### src/jbe_pkg.sv
package jbe_pkg;

    localparam int MAX_SAMPLES_DEF = 1024;
    localparam int MAX_COLUMNS_DEF = 12;
    localparam int LOG_FRAC        = 40;
    localparam int ENTROPY_W       = 20;
    localparam int CFG_W           = 11;

    typedef enum logic [1:0] {
        FUNC_RESTART = 2'd0,
        FUNC_COLUMN  = 2'd1,
        FUNC_QUERY   = 2'd2,
        FUNC_EXTRA   = 2'd3
    } func_t;

    typedef enum logic [1:0] {
        STATUS_OK       = 2'd0,
        STATUS_LENGTH   = 2'd1,
        STATUS_TOO_MANY = 2'd2
    } status_t;

    typedef enum logic [2:0] {
        RES_NONE,
        RES_BAD,
        RES_COL,
        RES_OK_ZERO,
        RES_QUOT
    } res_sel_t;

    typedef enum logic [4:0] {
        S_CLR_ALL,
        S_CLR_HIST,
        S_IDLE,
        S_Q_RD,
        S_Q_HR,
        S_Q_WR,
        S_B_RD,
        S_B_MOD,
        S_B_HW,
        S_B_END,
        S_D_RD,
        S_D_RM,
        S_D_AC,
        S_D_FIN,
        S_D_CMP,
        S_DIV,
        S_RES,
        S_OUT
    } state_t;

    typedef struct packed {
        logic [1:0] func;
        logic       bit_req;
        logic       last;
    } request_t;

    typedef struct packed {
        logic [ENTROPY_W-1:0] entropy;
        logic [1:0]           status;
    } result_t;

    typedef struct packed {
        logic     accept;
        logic     clr_ctx;
        logic     idx_zero;
        logic     idx_inc;
        logic     clr_codes;
        logic     clr_hist;
        logic     code_rd_idx;
        logic     code_rd_pos;
        logic     codes_shift;
        logic     hist_rd_code;
        logic     hist_rd_ext;
        logic     hist_rd_idx;
        logic     hist_inc;
        logic     hist_zero;
        logic     step_end;
        logic     col_end;
        logic     rom_cnt;
        logic     rom_total;
        logic     sum_clear;
        logic     sum_acc;
        logic     div_load;
        logic     div_step;
        res_sel_t res_sel;
    } dp_cmd_t;

    typedef struct packed {
        logic q_bad;
        logic pos_lt_n;
        logic col_full;
        logic last;
        logic bad_end;
        logic idx_n_last;
        logic idx_h_last;
        logic walk_last;
        logic sum_ge;
        logic div_last;
    } dp_stat_t;

    // c*log2(c) with 16 fraction bits, log2 by repeated squaring
    function automatic logic [63:0] xlogx(input int c);
        logic [63:0]  x;
        logic [63:0]  l;
        logic [127:0] sq;
        int           k;
        k  = 0;
        x  = 64'd0;
        l  = 64'd0;
        sq = 128'd0;
        if (c < 2)
        begin
            return 64'd0;
        end
        for (int j = 1; j < 31; j++)
        begin
            if ((c >> j) != 0)
            begin
                k = j;
            end
        end
        x = 64'(c) << (62 - k);
        l = 64'(k) << LOG_FRAC;
        for (int i = LOG_FRAC - 1; i >= 0; i--)
        begin
            sq = 128'(x) * 128'(x);
            x  = sq[125:62];
            if (x[63])
            begin
                x    = x >> 1;
                l[i] = 1'b1;
            end
        end
        return (64'(c) * l + (64'd1 << 23)) >> 24;
    endfunction

endpackage

### src/jbe_ctrl.sv
module jbe_ctrl (
    input  logic              clk,
    input  logic              rst_n,
    input  logic              start,
    input  logic [1:0]        func,
    input  jbe_pkg::dp_stat_t stat,
    output jbe_pkg::dp_cmd_t  cmd,
    output logic              busy,
    output logic              done
);
    import jbe_pkg::*;

    state_t state_reg, state_next;
    func_t  func_reg, func_next;
    logic   acc;
    func_t  func_in;

    assign func_in = func_t'(func);
    assign acc     = start && (state_reg == S_IDLE);

    always_ff @(posedge clk or negedge rst_n)
    begin
        if (!rst_n)
        begin
            state_reg <= S_CLR_ALL;
            func_reg  <= FUNC_RESTART;
        end
        else
        begin
            state_reg <= state_next;
            func_reg  <= func_next;
        end
    end

    always_comb
    begin
        func_next = acc ? func_in : func_reg;
    end

    // next state
    always_comb
    begin
        state_next = state_reg;
        unique case (state_reg)
            S_CLR_ALL:  if (stat.walk_last) state_next = S_IDLE;
            S_CLR_HIST: if (stat.walk_last) state_next = S_OUT;
            S_IDLE:
            begin
                if (acc)
                begin
                    unique case (func_in)
                        FUNC_RESTART: state_next = S_CLR_ALL;
                        FUNC_QUERY:   state_next = stat.q_bad ? S_OUT : S_Q_RD;
                        FUNC_COLUMN:
                            state_next = (stat.pos_lt_n && !stat.col_full) ? S_B_RD : S_B_END;
                        FUNC_EXTRA:   state_next = stat.pos_lt_n ? S_B_RD : S_B_END;
                        default:      state_next = S_IDLE;
                    endcase
                end
            end
            S_Q_RD:     state_next = S_Q_HR;
            S_Q_HR:     state_next = S_Q_WR;
            S_Q_WR:     state_next = stat.idx_n_last ? S_D_RD : S_Q_RD;
            S_B_RD:     state_next = S_B_MOD;
            S_B_MOD:    state_next = (func_reg == FUNC_EXTRA) ? S_B_HW : S_B_END;
            S_B_HW:     state_next = S_B_END;
            S_B_END:
            begin
                if (!stat.last)
                    state_next = S_IDLE;
                else if (func_reg == FUNC_COLUMN)
                    state_next = S_OUT;
                else if (stat.bad_end)
                    state_next = S_CLR_HIST;
                else
                    state_next = S_D_RD;
            end
            S_D_RD:     state_next = S_D_RM;
            S_D_RM:     state_next = S_D_AC;
            S_D_AC:     state_next = stat.idx_h_last ? S_D_FIN : S_D_RD;
            S_D_FIN:    state_next = S_D_CMP;
            S_D_CMP:    state_next = stat.sum_ge ? S_OUT : S_DIV;
            S_DIV:      state_next = stat.div_last ? S_RES : S_DIV;
            S_RES:      state_next = S_OUT;
            S_OUT:      state_next = S_IDLE;
            default:    state_next = S_IDLE;
        endcase
    end

    // outputs
    always_comb
    begin
        cmd     = '0;
        cmd.res_sel = RES_NONE;
        busy    = (state_reg != S_IDLE);
        done    = (state_reg == S_OUT);
        unique case (state_reg)
            S_CLR_ALL:
            begin
                cmd.clr_codes = 1'b1;
                cmd.clr_hist  = 1'b1;
                cmd.idx_inc   = 1'b1;
            end
            S_CLR_HIST:
            begin
                cmd.clr_hist = 1'b1;
                cmd.idx_inc  = 1'b1;
            end
            S_IDLE:
            begin
                if (acc)
                begin
                    cmd.accept    = 1'b1;
                    cmd.idx_zero  = 1'b1;
                    cmd.sum_clear = 1'b1;
                    if (func_in == FUNC_RESTART)
                        cmd.clr_ctx = 1'b1;
                    if (func_in == FUNC_QUERY && stat.q_bad)
                        cmd.res_sel = RES_BAD;
                end
            end
            S_Q_RD:  cmd.code_rd_idx = 1'b1;
            S_Q_HR:  cmd.hist_rd_code = 1'b1;
            S_Q_WR:
            begin
                cmd.hist_inc = 1'b1;
                if (stat.idx_n_last)
                    cmd.idx_zero = 1'b1;
                else
                    cmd.idx_inc = 1'b1;
            end
            S_B_RD:  cmd.code_rd_pos = 1'b1;
            S_B_MOD:
            begin
                if (func_reg == FUNC_EXTRA)
                    cmd.hist_rd_ext = 1'b1;
                else
                    cmd.codes_shift = 1'b1;
            end
            S_B_HW:  cmd.hist_inc = 1'b1;
            S_B_END:
            begin
                cmd.step_end = 1'b1;
                cmd.idx_zero = 1'b1;
                if (stat.last)
                begin
                    if (func_reg == FUNC_COLUMN)
                    begin
                        cmd.col_end = 1'b1;
                        cmd.res_sel = RES_COL;
                    end
                    else if (stat.bad_end)
                        cmd.res_sel = RES_BAD;
                end
            end
            S_D_RD:  cmd.hist_rd_idx = 1'b1;
            S_D_RM:
            begin
                cmd.hist_zero = 1'b1;
                cmd.rom_cnt   = 1'b1;
            end
            S_D_AC:
            begin
                cmd.sum_acc = 1'b1;
                cmd.idx_inc = 1'b1;
            end
            S_D_FIN: cmd.rom_total = 1'b1;
            S_D_CMP:
            begin
                if (stat.sum_ge)
                    cmd.res_sel = RES_OK_ZERO;
                else
                    cmd.div_load = 1'b1;
            end
            S_DIV:   cmd.div_step = 1'b1;
            S_RES:   cmd.res_sel = RES_QUOT;
            S_OUT:   cmd.res_sel = RES_NONE;
            default: cmd.res_sel = RES_NONE;
        endcase
    end

endmodule

### config.mk
export PLATFORM = sky130hd
export DESIGN_NAME = jbe_ctrl
export DESIGN_NICKNAME = d
export VERILOG_FILES = /design/src/jbe_pkg.sv /design/src/jbe_ctrl.sv
export SDC_FILE = /design/constraint.sdc
export NUM_CORES = 1
export LEC_CHECK = 0
export BUFFER_PORTS_ARGS = -buffer_cell sky130_fd_sc_hd__buf_4
export CAP_MARGIN = 0
export CELL_PAD_IN_SITES_DETAIL_PLACEMENT = 0
export CELL_PAD_IN_SITES_GLOBAL_PLACEMENT = 1
export CORE_MARGIN = 8
export CORE_UTILIZATION = 35
export CTS_CLUSTER_DIAMETER = 80
export CTS_CLUSTER_SIZE = 20
export DETAILED_ROUTE_END_ITERATION = 10
export GPL_TIMING_DRIVEN = 0
export HOLD_SLACK_MARGIN = 0.02
export PLACE_DENSITY = 0.94
export SYNTH_ARGS = -nofsm -noshare
export SYNTH_HDL_FRONTEND = slang
export SYNTH_SLANG_ARGS = --single-unit
### constraint.sdc
create_clock -name clk -period 4.5 [get_ports clk]
set_input_delay 0.9 -clock clk [delete_from_list [all_inputs] [get_ports clk]]
set_output_delay 0.9 -clock clk [all_outputs]
set_load 0.005 [all_outputs]
# Word level (Yosys, flattened, before mapping)
# Cells that the tools add are included.
[word_totals]
ff_bits = 7
word_cells = 90
output_inout_bits = 27
[classes]
reduce_logical = 10
mux = 52
n_eq_ne = 26
[op_table]
columns = ["operator", "count"]
rows = [
  ["$pmux W5 S17", 1],
  ["$eq A5 B4 Y1 const B", 8],
  ["$mux W5", 8],
  ["$mux W1", 27],
  ["$eq A5 B3 Y1 const B", 4],
  ["$pmux W5 S4", 1],
  ["$mux W4", 4],
  ["$mux W3", 5],
  ["$pmux W3 S4", 1],
  ["$eq A5 B2 Y1 const B", 2],
  ["$eq A5 B5 Y1 const B", 2],
  ["$eq A2 B2 Y1 const B", 3],
  ["$mux W2", 3],
  ["$ne A2 B2 Y1 const B", 3],
  ["$eq A5 B1 Y1 const B", 1],
  ["$logic_not A5 Y1", 1],
  ["$ne A5 B2 Y1 const B", 1],
  ["$eq A2 B1 Y1 const B", 2],
  ["$reduce_or A2 Y1", 2],
  ["$logic_and A1 B1 Y1", 3],
  ["$pmux W1 S3", 1],
  ["$reduce_and A3 Y1", 1],
  ["$reduce_or A3 Y1", 1],
  ["$logic_not A2 Y1", 1],
  ["2 further kinds", 2],
]

# Logic depth before layout (Yosys ltp)
[logic_depth]
ltp_word = 6
ltp_mapped = 6
ltp_nobuf = 5

# Least setup slack after synthesis
# OpenSTA, ideal clock, no wires.
[synth_timing]
path_type = "in2out"
start = "input port start"
end = "output port cmd[22] in the netlist's numbering"
required_ps = 3600
t_arrival_ps = 1404
path_slack_ps = 2196
stages = 3
cell_sequence = "nand2_1 -> inv_2 -> or3_1"
[synth_rtl]
columns = ["element", "line", "rtl"]
rows = [
  ["from (decl)", "jbe_ctrl.sv:4", "input logic start,"],
  ["to (decl)", "jbe_ctrl.sv:7", "output jbe_pkg::dp_cmd_t cmd,"],
]

==> metrics.log <==
INFO  metric run_status = finished, final reports clean
INFO  metric cellPowerDensity = 668 mW/mm^2
INFO  metric dr.pass1.iters = 4
INFO  metric slew_headroom = 0.693
INFO  metric post_drt_antenna_nets = 0
INFO  metric worst_voltage_drop_across_the_vdd_grid = 334 uV
INFO  metric row_count = 19
INFO  metric routed_via_density = about 5.8
INFO  metric global_route.usage.total = 0.141
INFO  metric synth-seq-area-share = 0.177
INFO  metric sequential_group_share_of_total_power = 0.136
INFO  metric power_switching_share = 0.500
INFO  metric cts_setup_buffers = 0
INFO  metric postSynth.asyncResetShare = 1.00
INFO  metric hold_viol = 0
INFO  metric final_layout_size_suffix_gt1_frac = 0.332
INFO  metric crit_path_cell_trace = nand2b_1 > nor2_2 > nand2_1 > inv_2 > or3_1 > buf_4
INFO  metric netlist_area = around 990 sq um
INFO  metric vias = roughly 1300
INFO  metric setup_tns = 0 ns
INFO  metric flow.area_growth_from_synthesis = 37.7%
INFO  metric critical_path.reg2reg.startpoint = state_reg[4]$_DFFE_PN0P_
INFO  metric layout.filler_cells = about 290
INFO  metric min_path_type = in2async
INFO  metric cts.reportedPaths.clkPinSlew = about 0.06 ns
INFO  metric synth_top_area_frac = 0.177
INFO  metric synth_warnings = 0
INFO  metric layout_commonest_cell = buf_4
INFO  metric unrepaired_setup_endpoints_after_global_routing = no
INFO  metric reg2reg_setup_slack = approximately 2.6 ns
INFO  metric grt_overflow_total = 0
INFO  metric yosys-top-cells-area = dfrtp_1 (18%), nor2_1 (7.2%), nand2b_1 (7.0%)
INFO  metric die_x = about 69 um
INFO  metric clkPwrFrac = 0.065
INFO  metric ys_seq_elements = 7
INFO  metric finalSetupViolations = 0
INFO  metric clock-sinks = 7
INFO  metric worst-setup-path-type = reg2out
INFO  metric period_share = 0.630
INFO  metric dp_hpwl = ~2900 um
INFO  metric post_cts_resize_count = 0
INFO  metric crit_path_end_kind = primary output
INFO  metric power.static_leakage = ~0.62 nW
INFO  metric average_wire_per_cell_in_the_routed_design = 16.2 um
INFO  metric holdBufCountCts = 0
INFO  metric numPortBuffers = 41
INFO  metric largest_register_ffs = 5
INFO  metric core_region_area = 0.00271 sq mm
INFO  metric io_pins = 42
INFO  metric comb_power_share = 0.800
INFO  metric worstPathRequired = roughly 3.6 ns
INFO  metric first_global_vias = roughly 1300
INFO  metric cts_tree = built
INFO  metric grt_max_degree = 11
INFO  metric postSynthAreaPerCell = 6.96 sq um
INFO  metric totalPowerFinal = approximately 900 uW
INFO  metric cap_viol_max_count = 0
INFO  metric yosys.area.top_type = dfrtp_1
INFO  metric path_max_fanout = 8
INFO  metric reg2reg_to = state_reg[0]$_DFFE_PN0P_
INFO  metric timing.fmax = 353 MHz
INFO  metric number_of_antenna_violations_at_the_first_check_in_global_routing = 0
INFO  metric synth_ff_type = dfrtp_1
INFO  metric routabilityCongestion = between 0.9 and 1
INFO  metric distinct_cells_synth = 46
INFO  metric antennaDiodeCount = 0
INFO  metric post_route_clock_skew = roughly 0.0049 ns
INFO  metric start_kind = flop
INFO  metric timing_worst_slew_pin_value = 0.459 ns
INFO  metric worst_path_max_delay_cell = dfrtp_1
INFO  metric finalMaxSlewViolations = 0
INFO  metric worstPathArrival = 1.94 ns
INFO  metric worst_skew_pair.late_latency = 0.26 ns
INFO  metric wire_length_of_the_first_global_routing_pass = 5890 um
INFO  metric htreeDepth = 1
INFO  metric cpPeakStageDelay = between 0.4 and 0.5 ns
INFO  metric synth_fp_nets = ~160
INFO  metric clock_path_buffers = 2
INFO  metric switchingPower = around 450 uW
INFO  metric final_cell_area = between 0.001 and 0.0015 sq mm
INFO  metric initialDrtViolationCount = 110
INFO  metric routed_wirelength = approximately 3500 um
INFO  metric fin_nets = a little over 200
INFO  metric cts_root_buffer = clkbuf_4
INFO  metric r2r_cells = 5
INFO  metric count_of_flip_flops_with_a_built_in_enable_after_synthesis = 0
INFO  metric route.detailed.drc = 0
INFO  metric numCtsBuffers = 3
INFO  metric internal-power = ~450 uW
INFO  metric commonest_cells_after_routing_fill_and_taps_aside = buf_4 (43), nor2_1 (19), nand2b_1 (11), nand2_1 (11), a21oi_1 (9)
INFO  metric floorplan.initialDensity = 0.365
INFO  metric syn-instance-count = about 140
INFO  metric placement.cell_area = between 0.001 and 0.0015 sq mm
INFO  metric die_y = a little under 70 um
INFO  metric period_minus_slack = 2.84 ns
INFO  metric die_area = around 0.0048 sq mm
## final cells by class
class,count,area (sq um),area share
timing repair buffer,41,308,0.226
multi-input combinational,117,721,0.529
tap,31,38.8,0.0285
clock buffer,4,26.3,0.0193
sequential,7,175,0.129
buffer,13,73.8,0.0542
inverter,5,18.8,0.0138
## power groups by stage
stage | Combinational [mW] | Sequential [mW] | Clock (mW)
2_1_floorplan | 0.489 | 0.115 | 0
3_3_place_gp | 0.720 | 0.124 | 0
3_5_place_dp | 0.721 | 0.125 | 0
4_1_cts | 0.723 | 0.124 | 0.0608
5_1_grt | 0.795 | 0.129 | 0.0645
6_report | 0.727 | 0.123 | 0.0587
## synthesized netlist by cell type, types with 2 or more instances
| master | number |
|---|---|
| a31oi_1 | 6 |
| buf_2 | 8 |
| dfrtp_1 | 7 |
| o22a_1 | 2 |
| o211ai_1 | 2 |
| nor2_1 | 19 |
| nor3b_1 | 2 |
| and3_1 | 2 |
| a2bb2oi_1 | 2 |
| nand2b_1 | 11 |
| clkbuf_1 | 2 |
| xnor2_1 | 2 |
| nand3b_1 | 2 |
| buf_4 | 2 |
| mux2_2 | 2 |
| or3_1 | 2 |
| a32oi_1 | 2 |
| nor2_2 | 2 |
| o21ai_0 | 3 |
| nor3_1 | 8 |
| nor2b_1 | 6 |
| a21oi_1 | 9 |
| nand2_1 | 11 |
| nand3_1 | 3 |
| inv_1 | 4 |
## worst max-delay path: cells and delay by family, from the launching register on
family	cells	cell delay [ns]
buf+inv	2	0.23
flops	1	0.47
simple gates	4	0.99
## stage by stage
step	cells	hold slack, ns	util	worst slack, ns
after floorplan	142	0.540	-	2.20
after global placement	214	0.593	0.493	1.90
after detailed placement	214	0.587	0.493	1.91
after CTS	218	0.439	0.502	1.68
after global routing	218	0.438	0.502	1.59
final	218	0.443	0.502	1.66
## cells by family (layout without fill, tap and decap cells)
logic type             Yosys count  count (layout)  synth area share
AND/OR/NAND/NOR                 76              76             0.425
buffers and inverters           18              63            0.0937
AO/OA/AOI/OAI                   37              37             0.263
XOR/XNOR                         2               2            0.0177
multiplexers                     2               2            0.0228
flip-flops                       7               7             0.177
## routing by layer
metal,up-vias,wire [um],track usage
met1,573,1530,0.175
met5,-,0,0
met2,70,1620,0.226
met3,4,350,0.0486
met4,0,28,0.0296
li1,609,-,-
## worst max path at each step
| stage | slack [ns] | cells after the start | to | startpoint |
|---|---|---|---|---|
| floorplan | 2.20 | 3 | cmd[22] | start |
| global placement | 1.90 | 5 | cmd[22] | start |
| detailed placement | 1.91 | 5 | cmd[22] | start |
| CTS | 1.68 | 6 | cmd[0] | state_reg[3]$_DFFE_PN0P_ |
| global route | 1.59 | 7 | cmd[22] | state_reg[3]$_DFFE_PN0P_ |
| finish | 1.66 | 6 | cmd[22] | state_reg[0]$_DFFE_PN0P_ |
No activity file was read; power rests on OpenSTA's default activity.
